### src/design/assert_macros.svh
// ----------------------------------------------------------------------------
// Assertion macros
// Concurrent assertion helpers for the decoder RTL. They expand to
// nothing when SYNTHESIS is defined.
// ----------------------------------------------------------------------------
`ifndef ASSERT_MACROS_SVH
`define ASSERT_MACROS_SVH

`ifndef SYNTHESIS

// The property must hold at every clock edge outside reset.
`define EGBD_ASSERT(lbl, clk, rst_n, prop) \
  lbl: assert property (@(posedge clk) disable iff (!rst_n) (prop)) \
    else $error("egbd assertion failed");

// The condition must never be true outside reset.
`define EGBD_ASSERT_NEVER(lbl, clk, rst_n, cond) \
  lbl: assert property (@(posedge clk) disable iff (!rst_n) !(cond)) \
    else $error("egbd forbidden condition seen");

`else

`define EGBD_ASSERT(lbl, clk, rst_n, prop)

`define EGBD_ASSERT_NEVER(lbl, clk, rst_n, cond)

`endif

`endif

### src/design/egbd_pkg.sv
// ----------------------------------------------------------------------------
// Exp-Golomb byte decoder package
// Shared widths, register indexes and the types passed between the front end,
// the codeword queue and the back end.
// ----------------------------------------------------------------------------
package egbd_pkg;

  localparam int unsigned BYTE_W   = 8;
  localparam int unsigned BLK_W    = 16;
  localparam int unsigned CFG_W    = 16;
  localparam int unsigned CFG_IDX_W = 1;

  // Configuration register indexes.
  localparam logic [CFG_IDX_W-1:0] REG_SIGNED_MODE  = 1'b0;
  localparam logic [CFG_IDX_W-1:0] REG_BLOCK_LENGTH = 1'b1;

  localparam logic [BLK_W-1:0] BLOCK_LENGTH_RST = 16'hFFFF;

  // Codeword queue geometry (depth is a power of two).
  localparam int unsigned QDEPTH  = 2;
  localparam int unsigned QPTR_W  = $clog2(QDEPTH);
  localparam int unsigned QCNT_W  = $clog2(QDEPTH + 1);

  // One completed codeword as handed from the front end to the back end.
  typedef struct packed {
    logic [BYTE_W-1:0] zero_run;
    logic [BYTE_W-1:0] suffix;
    logic              signed_mode;
  } egbd_item_t;

  // Queue occupancy flags.
  typedef struct packed {
    logic full;
    logic empty;
  } egbd_qstat_t;

endpackage

### src/design/egbd_front.sv
// ----------------------------------------------------------------------------
// Exp-Golomb front end
// Consumes one coded bit per beat, tracks the codeword phase and pushes each
// completed codeword into the queue.
// ----------------------------------------------------------------------------
module egbd_front (
  input  logic                 clk_i,
  input  logic                 rst_ni,
  input  logic                 code_valid_i,
  input  logic                 code_bit_i,
  input  logic                 signed_mode_i,
  input  egbd_pkg::egbd_qstat_t qstat_i,
  output logic                 push_o,
  output egbd_pkg::egbd_item_t push_item_o
);
  import egbd_pkg::*;

  typedef enum logic [1:0] {
    PH_START  = 2'd0,
    PH_ZEROS  = 2'd1,
    PH_SUFFIX = 2'd2
  } phase_e;

  phase_e            phase_q, phase_d;
  logic [BYTE_W-1:0] zero_run_q, zero_run_d;
  logic [BYTE_W:0]   suffix_left_q, suffix_left_d;
  logic [BYTE_W-1:0] suffix_q, suffix_d;
  logic              accept;
  logic [BYTE_W-1:0] suffix_next;
  logic [BYTE_W:0]   left_next;

  assign accept      = code_valid_i && !qstat_i.full;
  assign suffix_next = {suffix_q[BYTE_W-2:0], code_bit_i};
  assign left_next   = (suffix_left_q != '0) ? suffix_left_q - 1'b1 : '0;

  always_comb begin
    phase_d       = phase_q;
    zero_run_d    = zero_run_q;
    suffix_left_d = suffix_left_q;
    suffix_d      = suffix_q;
    push_o        = 1'b0;
    push_item_o   = '{zero_run: '0, suffix: '0, signed_mode: signed_mode_i};
    if (accept) begin
      case (phase_q)
        PH_ZEROS: begin
          if (!code_bit_i) begin
            if (zero_run_q != '1) begin
              zero_run_d = zero_run_q + 1'b1;
            end
          end else begin
            suffix_left_d = {1'b0, zero_run_q} + {{BYTE_W{1'b0}}, signed_mode_i};
            suffix_d      = '0;
            phase_d       = PH_SUFFIX;
          end
        end
        PH_SUFFIX: begin
          if (left_next == '0) begin
            push_o                = 1'b1;
            push_item_o.zero_run  = zero_run_q;
            push_item_o.suffix    = suffix_next;
            phase_d               = PH_START;
            zero_run_d            = '0;
            suffix_left_d         = '0;
            suffix_d              = '0;
          end else begin
            suffix_left_d = left_next;
            suffix_d      = suffix_next;
          end
        end
        default: begin
          // Start of a codeword. A leading one is the whole codeword.
          if (code_bit_i) begin
            push_o = 1'b1;
          end else begin
            zero_run_d = BYTE_W'(1);
            phase_d    = PH_ZEROS;
          end
        end
      endcase
    end
  end

  always_ff @(posedge clk_i or negedge rst_ni) begin
    if (!rst_ni) begin
      phase_q       <= PH_START;
      zero_run_q    <= '0;
      suffix_left_q <= '0;
      suffix_q      <= '0;
    end else begin
      phase_q       <= phase_d;
      zero_run_q    <= zero_run_d;
      suffix_left_q <= suffix_left_d;
      suffix_q      <= suffix_d;
    end
  end

endmodule

### src/design/egbd_queue.sv
// ----------------------------------------------------------------------------
// Codeword queue
// Small FIFO that decouples the bit front end from the byte back end.
// ----------------------------------------------------------------------------
module egbd_queue (
  input  logic                  clk_i,
  input  logic                  rst_ni,
  input  logic                  push_i,
  input  egbd_pkg::egbd_item_t  push_item_i,
  input  logic                  pop_i,
  output egbd_pkg::egbd_item_t  head_o,
  output egbd_pkg::egbd_qstat_t qstat_o
);
  import egbd_pkg::*;

  egbd_item_t        mem_q [QDEPTH];
  logic [QPTR_W-1:0] wr_ptr_q, rd_ptr_q;
  logic [QCNT_W-1:0] count_q;

  function automatic logic [QPTR_W-1:0] ptr_inc(input logic [QPTR_W-1:0] p);
    return (p == QPTR_W'(QDEPTH - 1)) ? '0 : p + 1'b1;
  endfunction

  assign head_o        = mem_q[rd_ptr_q];
  assign qstat_o.full  = (count_q == QCNT_W'(QDEPTH));
  assign qstat_o.empty = (count_q == '0);

  always_ff @(posedge clk_i) begin
    if (push_i) begin
      mem_q[wr_ptr_q] <= push_item_i;
    end
  end

  always_ff @(posedge clk_i or negedge rst_ni) begin
    if (!rst_ni) begin
      wr_ptr_q <= '0;
      rd_ptr_q <= '0;
      count_q  <= '0;
    end else begin
      if (push_i) begin
        wr_ptr_q <= ptr_inc(wr_ptr_q);
      end
      if (pop_i) begin
        rd_ptr_q <= ptr_inc(rd_ptr_q);
      end
      if (push_i && !pop_i) begin
        count_q <= count_q + 1'b1;
      end else if (pop_i && !push_i) begin
        count_q <= count_q - 1'b1;
      end
    end
  end

endmodule

### src/design/egbd_back.sv
// ----------------------------------------------------------------------------
// Exp-Golomb back end
// Turns a queued codeword into a byte, tracks the block count and holds the
// result in the output register.
// ----------------------------------------------------------------------------
module egbd_back (
  input  logic                       clk_i,
  input  logic                       rst_ni,
  input  egbd_pkg::egbd_item_t       head_i,
  input  egbd_pkg::egbd_qstat_t      qstat_i,
  input  logic [egbd_pkg::BLK_W-1:0] block_length_i,
  input  logic                       out_stall_i,
  output logic                       pop_o,
  output logic                       out_valid_o,
  output logic [egbd_pkg::BYTE_W-1:0] decoded_byte_o,
  output logic                       last_of_block_o
);
  import egbd_pkg::*;

  logic              out_valid_q;
  logic [BYTE_W-1:0] byte_q, byte_d;
  logic              last_q, last_d;
  logic [BLK_W-1:0]  bytes_done_q, bytes_done_d;
  logic [BYTE_W-1:0] offset, mag;
  logic [BLK_W:0]    done_inc;

  assign pop_o = !qstat_i.empty && (!out_valid_q || !out_stall_i);

  always_comb begin
    // Offset 2^n - 1 modulo 256; it is all ones once n reaches the byte width.
    if (head_i.zero_run < BYTE_W'(BYTE_W)) begin
      offset = (BYTE_W'(1) << head_i.zero_run[$clog2(BYTE_W)-1:0]) - BYTE_W'(1);
    end else begin
      offset = '1;
    end
    mag = {1'b0, head_i.suffix[BYTE_W-1:1]} + offset;
    if (!head_i.signed_mode) begin
      byte_d = head_i.suffix + offset;
    end else if (head_i.suffix[0]) begin
      byte_d = ~mag + BYTE_W'(1);
    end else begin
      byte_d = mag;
    end
    done_inc     = {1'b0, bytes_done_q} + (BLK_W+1)'(1);
    last_d       = (done_inc >= {1'b0, block_length_i});
    bytes_done_d = last_d ? '0 : done_inc[BLK_W-1:0];
  end

  always_ff @(posedge clk_i or negedge rst_ni) begin
    if (!rst_ni) begin
      out_valid_q  <= 1'b0;
      bytes_done_q <= '0;
    end else begin
      if (pop_o) begin
        out_valid_q  <= 1'b1;
        bytes_done_q <= bytes_done_d;
      end else if (!out_stall_i) begin
        out_valid_q <= 1'b0;
      end
    end
  end

  always_ff @(posedge clk_i) begin
    if (pop_o) begin
      byte_q <= byte_d;
      last_q <= last_d;
    end
  end

  assign out_valid_o     = out_valid_q;
  assign decoded_byte_o  = byte_q;
  assign last_of_block_o = last_q;

endmodule

### src/design/exp_golomb_byte_decoder.sv
// A finished codeword is queued, then popped by the back end into the output register.
// Throughput: one coded bit per cycle while the codeword queue is not full.
// A two-entry codeword queue lets the front take bits during an output stall until it fills.
// Reset (rst_ni low, asynchronous) clears phase, counters, queue and output valid.
// After reset signed_mode is 0 and block_length is 65535.
// ----------------------------------------------------------------------------
// Exp-Golomb byte decoder
// Top level: configuration registers, front end, codeword queue and back end.
// ----------------------------------------------------------------------------
`include "assert_macros.svh"

module exp_golomb_byte_decoder (
  input  logic                           clk_i,
  input  logic                           rst_ni,
  // Configuration write port.
  input  logic                           cfg_we_i,
  input  logic [egbd_pkg::CFG_IDX_W-1:0] cfg_idx_i,
  input  logic [egbd_pkg::CFG_W-1:0]     cfg_data_i,
  // Coded bit input channel.
  input  logic                           code_valid_i,
  output logic                           code_stall_o,
  input  logic                           code_bit_i,
  // Decoded byte output channel.
  output logic                           out_valid_o,
  input  logic                           out_stall_i,
  output logic [egbd_pkg::BYTE_W-1:0]    decoded_byte_o,
  output logic                           last_of_block_o
);
  import egbd_pkg::*;

  // Configuration registers. The user must see that they are only written while the
  // decoder is idle, so the front and back may sample them directly; nothing here checks it.
  logic             signed_mode_q;
  logic [BLK_W-1:0] block_length_q;

  always_ff @(posedge clk_i or negedge rst_ni) begin
    if (!rst_ni) begin
      signed_mode_q  <= 1'b0;
      block_length_q <= BLOCK_LENGTH_RST;
    end else if (cfg_we_i) begin
      case (cfg_idx_i)
        REG_SIGNED_MODE:  signed_mode_q  <= cfg_data_i[0];
        REG_BLOCK_LENGTH: block_length_q <= cfg_data_i[BLK_W-1:0];
        default: ;
      endcase
    end
  end

  logic        push;
  logic        pop;
  egbd_item_t  push_item;
  egbd_item_t  head;
  egbd_qstat_t qstat;

  // The input side stalls only when the codeword queue is full, so a bit beat
  // is taken every cycle while the back end keeps draining the queue.
  assign code_stall_o = qstat.full;

  // The front end walks the codeword one bit per beat: leading zeros are
  // counted (saturating), then the suffix is shifted in, and a complete
  // codeword is pushed along with the signed mode in force at that moment.
  egbd_front u_front (
    .clk_i         (clk_i),
    .rst_ni        (rst_ni),
    .code_valid_i  (code_valid_i),
    .code_bit_i    (code_bit_i),
    .signed_mode_i (signed_mode_q),
    .qstat_i       (qstat),
    .push_o        (push),
    .push_item_o   (push_item)
  );

  egbd_queue u_queue (
    .clk_i       (clk_i),
    .rst_ni      (rst_ni),
    .push_i      (push),
    .push_item_i (push_item),
    .pop_i       (pop),
    .head_o      (head),
    .qstat_o     (qstat)
  );

  // The back end forms the byte from the queued codeword, counts bytes in the
  // current block and flags the last one, holding the beat until it is taken.
  egbd_back u_back (
    .clk_i           (clk_i),
    .rst_ni          (rst_ni),
    .head_i          (head),
    .qstat_i         (qstat),
    .block_length_i  (block_length_q),
    .out_stall_i     (out_stall_i),
    .pop_o           (pop),
    .out_valid_o     (out_valid_o),
    .decoded_byte_o  (decoded_byte_o),
    .last_of_block_o (last_of_block_o)
  );

  // A codeword is never pushed into a full queue.
  `EGBD_ASSERT(a_no_overflow, clk_i, rst_ni, push |-> !qstat.full)
  // The back end never pops an empty queue.
  `EGBD_ASSERT(a_no_underflow, clk_i, rst_ni, pop |-> !qstat.empty)
  // The queue flags never claim full and empty together.
  `EGBD_ASSERT_NEVER(a_flags_consistent, clk_i, rst_ni, qstat.full && qstat.empty)

endmodule

### config.mk
export PLATFORM = sky130hd
export DESIGN_NAME = exp_golomb_byte_decoder
export DESIGN_NICKNAME = d
export VERILOG_FILES = /design/src/design/egbd_pkg.sv /design/src/design/egbd_front.sv /design/src/design/egbd_queue.sv /design/src/design/egbd_back.sv /design/src/design/exp_golomb_byte_decoder.sv
export VERILOG_INCLUDE_DIRS = /design/src /design/src/design
export SDC_FILE = /design/constraint.sdc
export NUM_CORES = 1
export LEC_CHECK = 0
export ABC_AREA = 1
export BUFFER_PORTS_ARGS = -buffer_cell sky130_fd_sc_hd__clkbuf_2
export CORE_MARGIN = 2
export CORE_UTILIZATION = 44
export CTS_CLUSTER_SIZE = 40
export DETAILED_ROUTE_END_ITERATION = 16
export PLACE_DENSITY = 0.63
export SYNTH_ARGS = -nofsm -noshare
export SYNTH_HDL_FRONTEND = slang
export SYNTH_HIERARCHICAL = 1
export SYNTH_SLANG_ARGS = --single-unit
### constraint.sdc
create_clock -name clk_i -period 3.37 [get_ports clk_i]
set_clock_uncertainty 0.15 [all_clocks]
set_input_delay 0.1685 -clock clk_i [delete_from_list [all_inputs] [get_ports clk_i]]
set_output_delay 0.1685 -clock clk_i [all_outputs]
set_load 0.02 [all_outputs]
==> results.json, run 1 <==
{
  "status": "finished, final reports clean",
  "ys_types": 49,
  "yosys.area.top_type": "edfxtp_1",
  "postRouteAntennaNets": 0,
  "maxCapViolCount": 0,
  "synth_edf_count": 43,
  "die_area_sq_um": 16900,
  "maxSlewViolCount": 0,
  "yosysSeqAreaShare": 0.417,
  "ioPinCount": 34,
  "io_buffers": 33,
  "peakVddDrop_mv": 0.405,
  "cp-end-kind": "register",
  "vias": 5511,
  "worstPathMaxFanout": 6,
  "antenna_found_initial": 0,
  "powerDensity_nw_per_um2": 750,
  "drcViolationCount": 0,
  "drt_iter0_drc": 287,
  "final_cell_area_sq_um": 7950,
  "setup_viol": 0,
  "coreArea_sq_um": 15700,
  "period_needed_ns": 3.15,
  "min-delay-path-class": "in2reg",
  "start_util": 0.445,
  "arrival_ns": 3.11,
  "hold-worst-slack_ns": 0.00821,
  "cts_buffers": 9,
  "yosys-top-cells-area": "edfxtp_1 18%, dfrtp_1 17%, nand2_1 12%, ha_1 7.0%, dfstp_2 6.0%",
  "use_met1": 0.262,
  "utilization": 0.506,
  "tritoncts": "done",
  "drive_gt1_frac": 0.188,
  "dp_slack_ns": 0.0888,
  "min_period_over_period": 0.936,
  "die_h_microns": 130,
  "htreeDepth": 3,
  "antenna_cells": 0,
  "overflow": 0,
  "place_congestion": 0.841,
  "wl_microns": 14600,
  "synthCells": 850,
  "synth.net_count": 914,
  "finalPower_mw": 5.96,
  "place_area_sq_um": 7340,
  "cts_root_buf": "clkbuf_16",
  "track_usage": 0.182,
  "hold_viol": 0,
  "tightest_slew_ns": 0.849,
  "synth-main-ff-cell": "dfrtp_1",
  "grt_use_met2": 0.285,
  "dpl.hpwl_microns": 10600,
  "ys_ff_latch": 107,
  "area_delta_synth_final_pct": 13.7,
  "path_class": "reg2reg",
  "clock_latency_ns": 0.35,
  "avgSynthCellArea_sq_um": 8.22,
  "async_reset_ff_frac": 0.598,
  "die_w_microns": 130,
  "rows": 46,
  "fmax_mhz": 317,
  "grt_max_degree": 54,
  "relSlewSlack": 0.433,
  "path_clk_slew_ns": 0.07,
  "p_leak_nw": 3.74,
  "viasPerCell": 4.89,
  "ctsLongestPathBuffers": 2,
  "busiest_layer": "met2",
  "cts.sinks": 107,
  "grt_pass1_vias": 5158,
  "yosys_warnings": 6,
  "synthTopCellsByCount": "222 x nand2_1, 110 x inv_1, 79 x nand3_1, 67 x nor2_1, 48 x dfrtp_1",
  "routedWlPerCell_microns": 13.0,
  "worst_setup_path_start_kind": "register",
  "crit_required_ns": 3.32,
  "syn_area_sq_um": 6990,
  "fin_nets": 970,
  "setup_ws_ns": 0.216,
  "grt_pass1_wl_microns": 24500,
  "use_met3": 0.0242,
  "first_pass_iters": 5,
  "synth_most_common_cell": "nand2_1",
  "post-synth-top-area-fraction": 0.185
}
[worst max-delay path: stages (launching register included)]
cell	delay [ns]
dfrtp_2	0.46
mux2_4	0.31
nor2_2	0.11
nand2_2	0.07
nor2_4	0.19
inv_2	0.08
nor2_4	0.14
nand2_2	0.09
buf_4	0.16
ha_1	0.31
nand3_2	0.10
nand3_2	0.08
nand2_2	0.09
nand3_1	0.12
nor2_4	0.16
nand3_2	0.08
nand2_1	0.06
nand2_1	0.05
nand3_1	0.06
nand2_1	0.05
[cells in the final DEF (no fill, tap or decap), types with 13 or more instances in the layout]
master,instances
a21oi_1,29
buf_4,18
clkbuf_2,32
dfrtp_1,47
dfstp_2,16
dlygate4sd3_1,18
edfxtp_1,43
ha_1,36
inv_1,107
nand2_1,218
nand2_2,13
nand3_1,74
nor2_1,62
nor3_1,14
o21ai_0,22
xor2_1,20
[layout make-up]
cell class	count	area, sq um
Fill cell	1474	7760
Multi-Input combinational cell	602	3560
Sequential cell	107	2910
Timing Repair Buffer	70	500
Inverter	116	435
Tap cell	216	270
Clock buffer	11	233
Clock inverter	5	36.3
[power breakdown]
| part | internal, mW | switching (mW) | total [mW] |
|---|---|---|---|
| registers | 1.74 | 0.216 | 1.95 |
| logic | 1.13 | 1.88 | 3.01 |
| clock network | 0.508 | 0.487 | 0.995 |
[cell families (layout without fill, tap and decap cells)]
kind of cell	count (synthesis)	count (layout)	synth area share
AOI/OAI and AO/OA	87	87	0.0720
DFF	107	107	0.417
muxes	17	17	0.0322
adders and majority gates	41	41	0.0755
buffers and inverters	141	202	0.0911
xor gates and xnor gates	22	22	0.0276
and+or+nand+nor	435	435	0.285
[stage by stage]
step                      instances  setup TNS, ns
after floorplan                 850              0
after global placement         1088              0
after detailed placement       1088              0
after CTS                      1122              0
after global routing           1127        -0.0470
final                          1127              0
[layer usage]
metal / vias up / wire length [microns]
met3: 17 / 359
li1: 2885 / -
met4: 0 / 240
met1: 2528 / 7470
met2: 81 / 6540
met5: - / 0
[worst paths after layout]
| kind | startpoint | to | slack [ns] | cells past startpoint |
|---|---|---|---|---|
| worst max-delay path | u_queue/rd_ptr_q | u_back/decoded_byte_o[7] | 0.22 | 19 |
| worst min-delay path | code_bit_i | u_front/suffix_q[0] | 0.008 | 3 |
| worst max register to register | u_queue/rd_ptr_q | u_back/decoded_byte_o[7] | 0.22 | 19 |
| worst min register to register | block_length_q[13] | block_length_q[13] | 0.31 | 2 |
| max in group asynchronous | rst_ni | u_back/bytes_done_q[3] | 2.02 | 3 |
| min in group asynchronous | rst_ni | u_front/suffix_left_q[2] | 0.08 | 2 |
[state kept, by name (all words and copies together), names as in the netlist, 2 cells and up]
signal and cells:
u_front/suffix_q 7, u_back/bytes_done_q 16, u_front/zero_run_q 8, u_back/decoded_byte_o 8
block_length_q 16, u_front/phase_q 2, u_queue/mem_q 34, u_front/suffix_left_q 9
u_queue/count_q 2
[repair_timing]
action | in CTS | in global routing
setup buffers | 0 | 5
endpoints found under the hold margin | 29 | 0
setup endpoints to repair | 0 | 6
resized for setup | 0 | 35
hold buffers | 18 | 0
Power figures use the tool's default switching activity.
==> run 2, diff against run 1 <==
CELL_PAD_IN_SITES_DETAIL_PLACEMENT = 1   (was unset)
CELL_PAD_IN_SITES_GLOBAL_PLACEMENT = 2   (was unset)
CORE_UTILIZATION = 34   (was 44)
PLACE_DENSITY = 0.76   (was 0.63)
==> run 2 against run 1 <==
Against the previous run: largest cell class unchanged; global-route usage is 1.5 points lower; first-iteration DRC count fell by 40%; sequential cell count stayed put; sequential share of layout area down 0.58 points; highest routed layer unchanged; final cell count rose by 5.3%; non-clock buffer count grew 6; die area up 28%; fmax rose by 0.20%; setup slack better by 0.0062 ns; critical endpoint is now u_back/decoded_byte_o[6]; critical path depth decreased by 2; register-to-register slack about the same; core utilization fell by 11 points.
==> results.json, run 2 (synthesis gave the netlist of run 1 again) <==
{
  "die_h_microns": 147,
  "antenna_found_initial": 0,
  "maxCapViolCount": 0,
  "crit_required_ns": 3.34,
  "dp_slack_ns": 0.0472,
  "critPathBufInv": 2,
  "worstPathMaxFanout": 5,
  "io_buffers": 33,
  "grt_max_degree": 31,
  "regMostFlops": "u_queue/mem_q",
  "dpl.hpwl_microns": 13300,
  "drive_gt1_frac": 0.188,
  "grt_pass1_wl_microns": 28800,
  "most-common-layout-cells": "220 x nand2_1, 108 x inv_1, 73 x nand3_1",
  "peakVddDrop_mv": 0.284,
  "stdcell_count": 1187,
  "ff2ff_path_depth": 17,
  "htreeDepth": 3,
  "maxSlewViolCount": 0,
  "period_needed_ns": 3.15,
  "min-delay-path-class": "in2reg",
  "holdPathStages": 3,
  "antenna_cells": 0,
  "slowest_stage": "fa_2",
  "ctsLongestPathBuffers": 2,
  "switching_share": 0.433,
  "viasPerCell": 4.72,
  "final_common_cell": "nand2_1",
  "comb_power_share": 0.498,
  "ioPinCount": 34,
  "die_w_microns": 147,
  "dpl.cell_count": 1149,
  "cts_buffers": 9,
  "first_pass_iters": 4,
  "crit_cells": 17,
  "hold-worst-slack_ns": 0.148,
  "finalPower_mw": 6.11,
  "area_delta_synth_final_pct": 15.6,
  "clock_latency_ns": 0.35,
  "setup_viol": 0,
  "fmax_mhz": 318,
  "die_area_sq_um": 21700,
  "rows": 52,
  "cp-end-kind": "register",
  "track_usage": 0.166,
  "intPower_mw": 3.46,
  "p_leak_nw": 3.77,
  "arrival_ns": 3.12,
  "relSlewSlack": 0.369,
  "switchingPower_mw": 2.65,
  "postRouteAntennaNets": 0,
  "place_congestion": 0.772,
  "drcViolationCount": 0,
  "fin_nets": 976,
  "path_class": "reg2reg",
  "setup_ws_ns": 0.222,
  "start_util": 0.345,
  "power_frac_seq": 0.320,
  "overflow": 0,
  "utilization": 0.399,
  "max_stage_delay_ns": 0.54,
  "vias": 5598,
  "top_regs": "u_queue/mem_q x34, block_length_q x16, u_back/bytes_done_q x16",
  "drt_iter0_drc": 173,
  "largest_reg_flops": 34,
  "wl_microns": 17400,
  "cts.sinks": 107,
  "crit_chain": "mux2_4 > nor2_1 > nand2_1 > nor2_4 > nand3_2 > ha_4 > fa_2 > inv_2 > ha_1 > inv_1 > nor2_2 > nand3_2 > nor2_1 > nand2_1 > nand3b_1 > nand3_1 > nand2_1",
  "worst_setup_path_start_kind": "register",
  "tritoncts": "done",
  "coreArea_sq_um": 20200,
  "min_period_over_period": 0.934,
  "cts_root_buf": "clkbuf_16",
  "tightest_slew_ns": 0.945,
  "path_clk_slew_ns": 0.08,
  "hold_viol": 0,
  "cp_top_family": "simple AND/OR/NAND/NOR gates",
  "status": "finished, final reports clean",
  "routedWlPerCell_microns": 14.6,
  "grt_pass1_vias": 5518,
  "powerDensity_nw_per_um2": 757,
  "critical_path.most_common_cell": "nand2_1",
  "clkPwrFrac": 0.182
}
run 2: cell types whose count changed in the layout (fill, tap and decap cells not counted), sizes merged:
cell         previous run  this run
buf                    20        25
clkbuf                 43        45
clkinv                  4         3
clkinvlp                0         1
dlygate4sd3            18        19
inv                   117       115
run 2: routing by layer:
layer	share of wire	vias up	GRT usage
met5	0	-	0
met4	0.0081	0	0.0346
met3	0.017	12	0.0225
met2	0.46	46	0.269
met1	0.51	2644	0.240
li1	-	2896	-
run 2: power by group through the flow:
stage | Sequential (mW) | Clock, mW | Combinational [mW]
2_1_floorplan | 1.99 | 0 | 2.17
3_3_place_gp | 1.98 | 0 | 2.91
3_5_place_dp | 1.98 | 0 | 2.96
4_1_cts | 1.96 | 1.15 | 2.99
5_1_grt | 2.00 | 1.21 | 3.46
6_report | 1.96 | 1.12 | 3.04
run 2: area by class of cell:
type | instances | area [sq um]
Timing Repair Buffer | 76 | 552
Sequential cell | 107 | 2910
Tap cell | 270 | 338
Clock buffer | 13 | 293
Inverter | 116 | 435
Multi-Input combinational cell | 602 | 3520
Fill cell | 2422 | 12200
Clock inverter | 3 | 25.0
run 2: final timing paths:
check | from | to | slack, ns
setup / recovery | u_queue/rd_ptr_q | u_back/decoded_byte_o[6] | 0.22
hold / removal | cfg_we_i | block_length_q[12] | 0.15
setup reg to reg | u_queue/rd_ptr_q | u_back/decoded_byte_o[6] | 0.22
hold reg to reg | block_length_q[15] | block_length_q[15] | 0.31
max in group asynchronous | rst_ni | block_length_q[1] | 2.04
min in group asynchronous | rst_ni | u_front/suffix_left_q[6] | 0.23
run 2: through the flow:
step / setup TNS, ns / area (sq um)
after floorplan: 0 / 6990
after global placement: 0 / 7460
after detailed placement: 0 / 7460
after CTS: 0 / 7970
after global routing: -0.0549 / 8080
final: 0 / 8080
run 2: tightest hold or removal path: cells and delay by family:
family | cells | cell delay, ns
and+or+nand+nor | 2 | 0.20
buffers and inverters | 1 | 0.28
run 2: repair_timing:
| item | CTS | global route |
|---|---|---|
| buffers inserted | 0 | 3 |
| resized for setup | 0 | 25 |
| hold buffers | 19 | 0 |
| hold endpoints to repair | 43 | 0 |
| setup endpoints to repair | 0 | 5 |
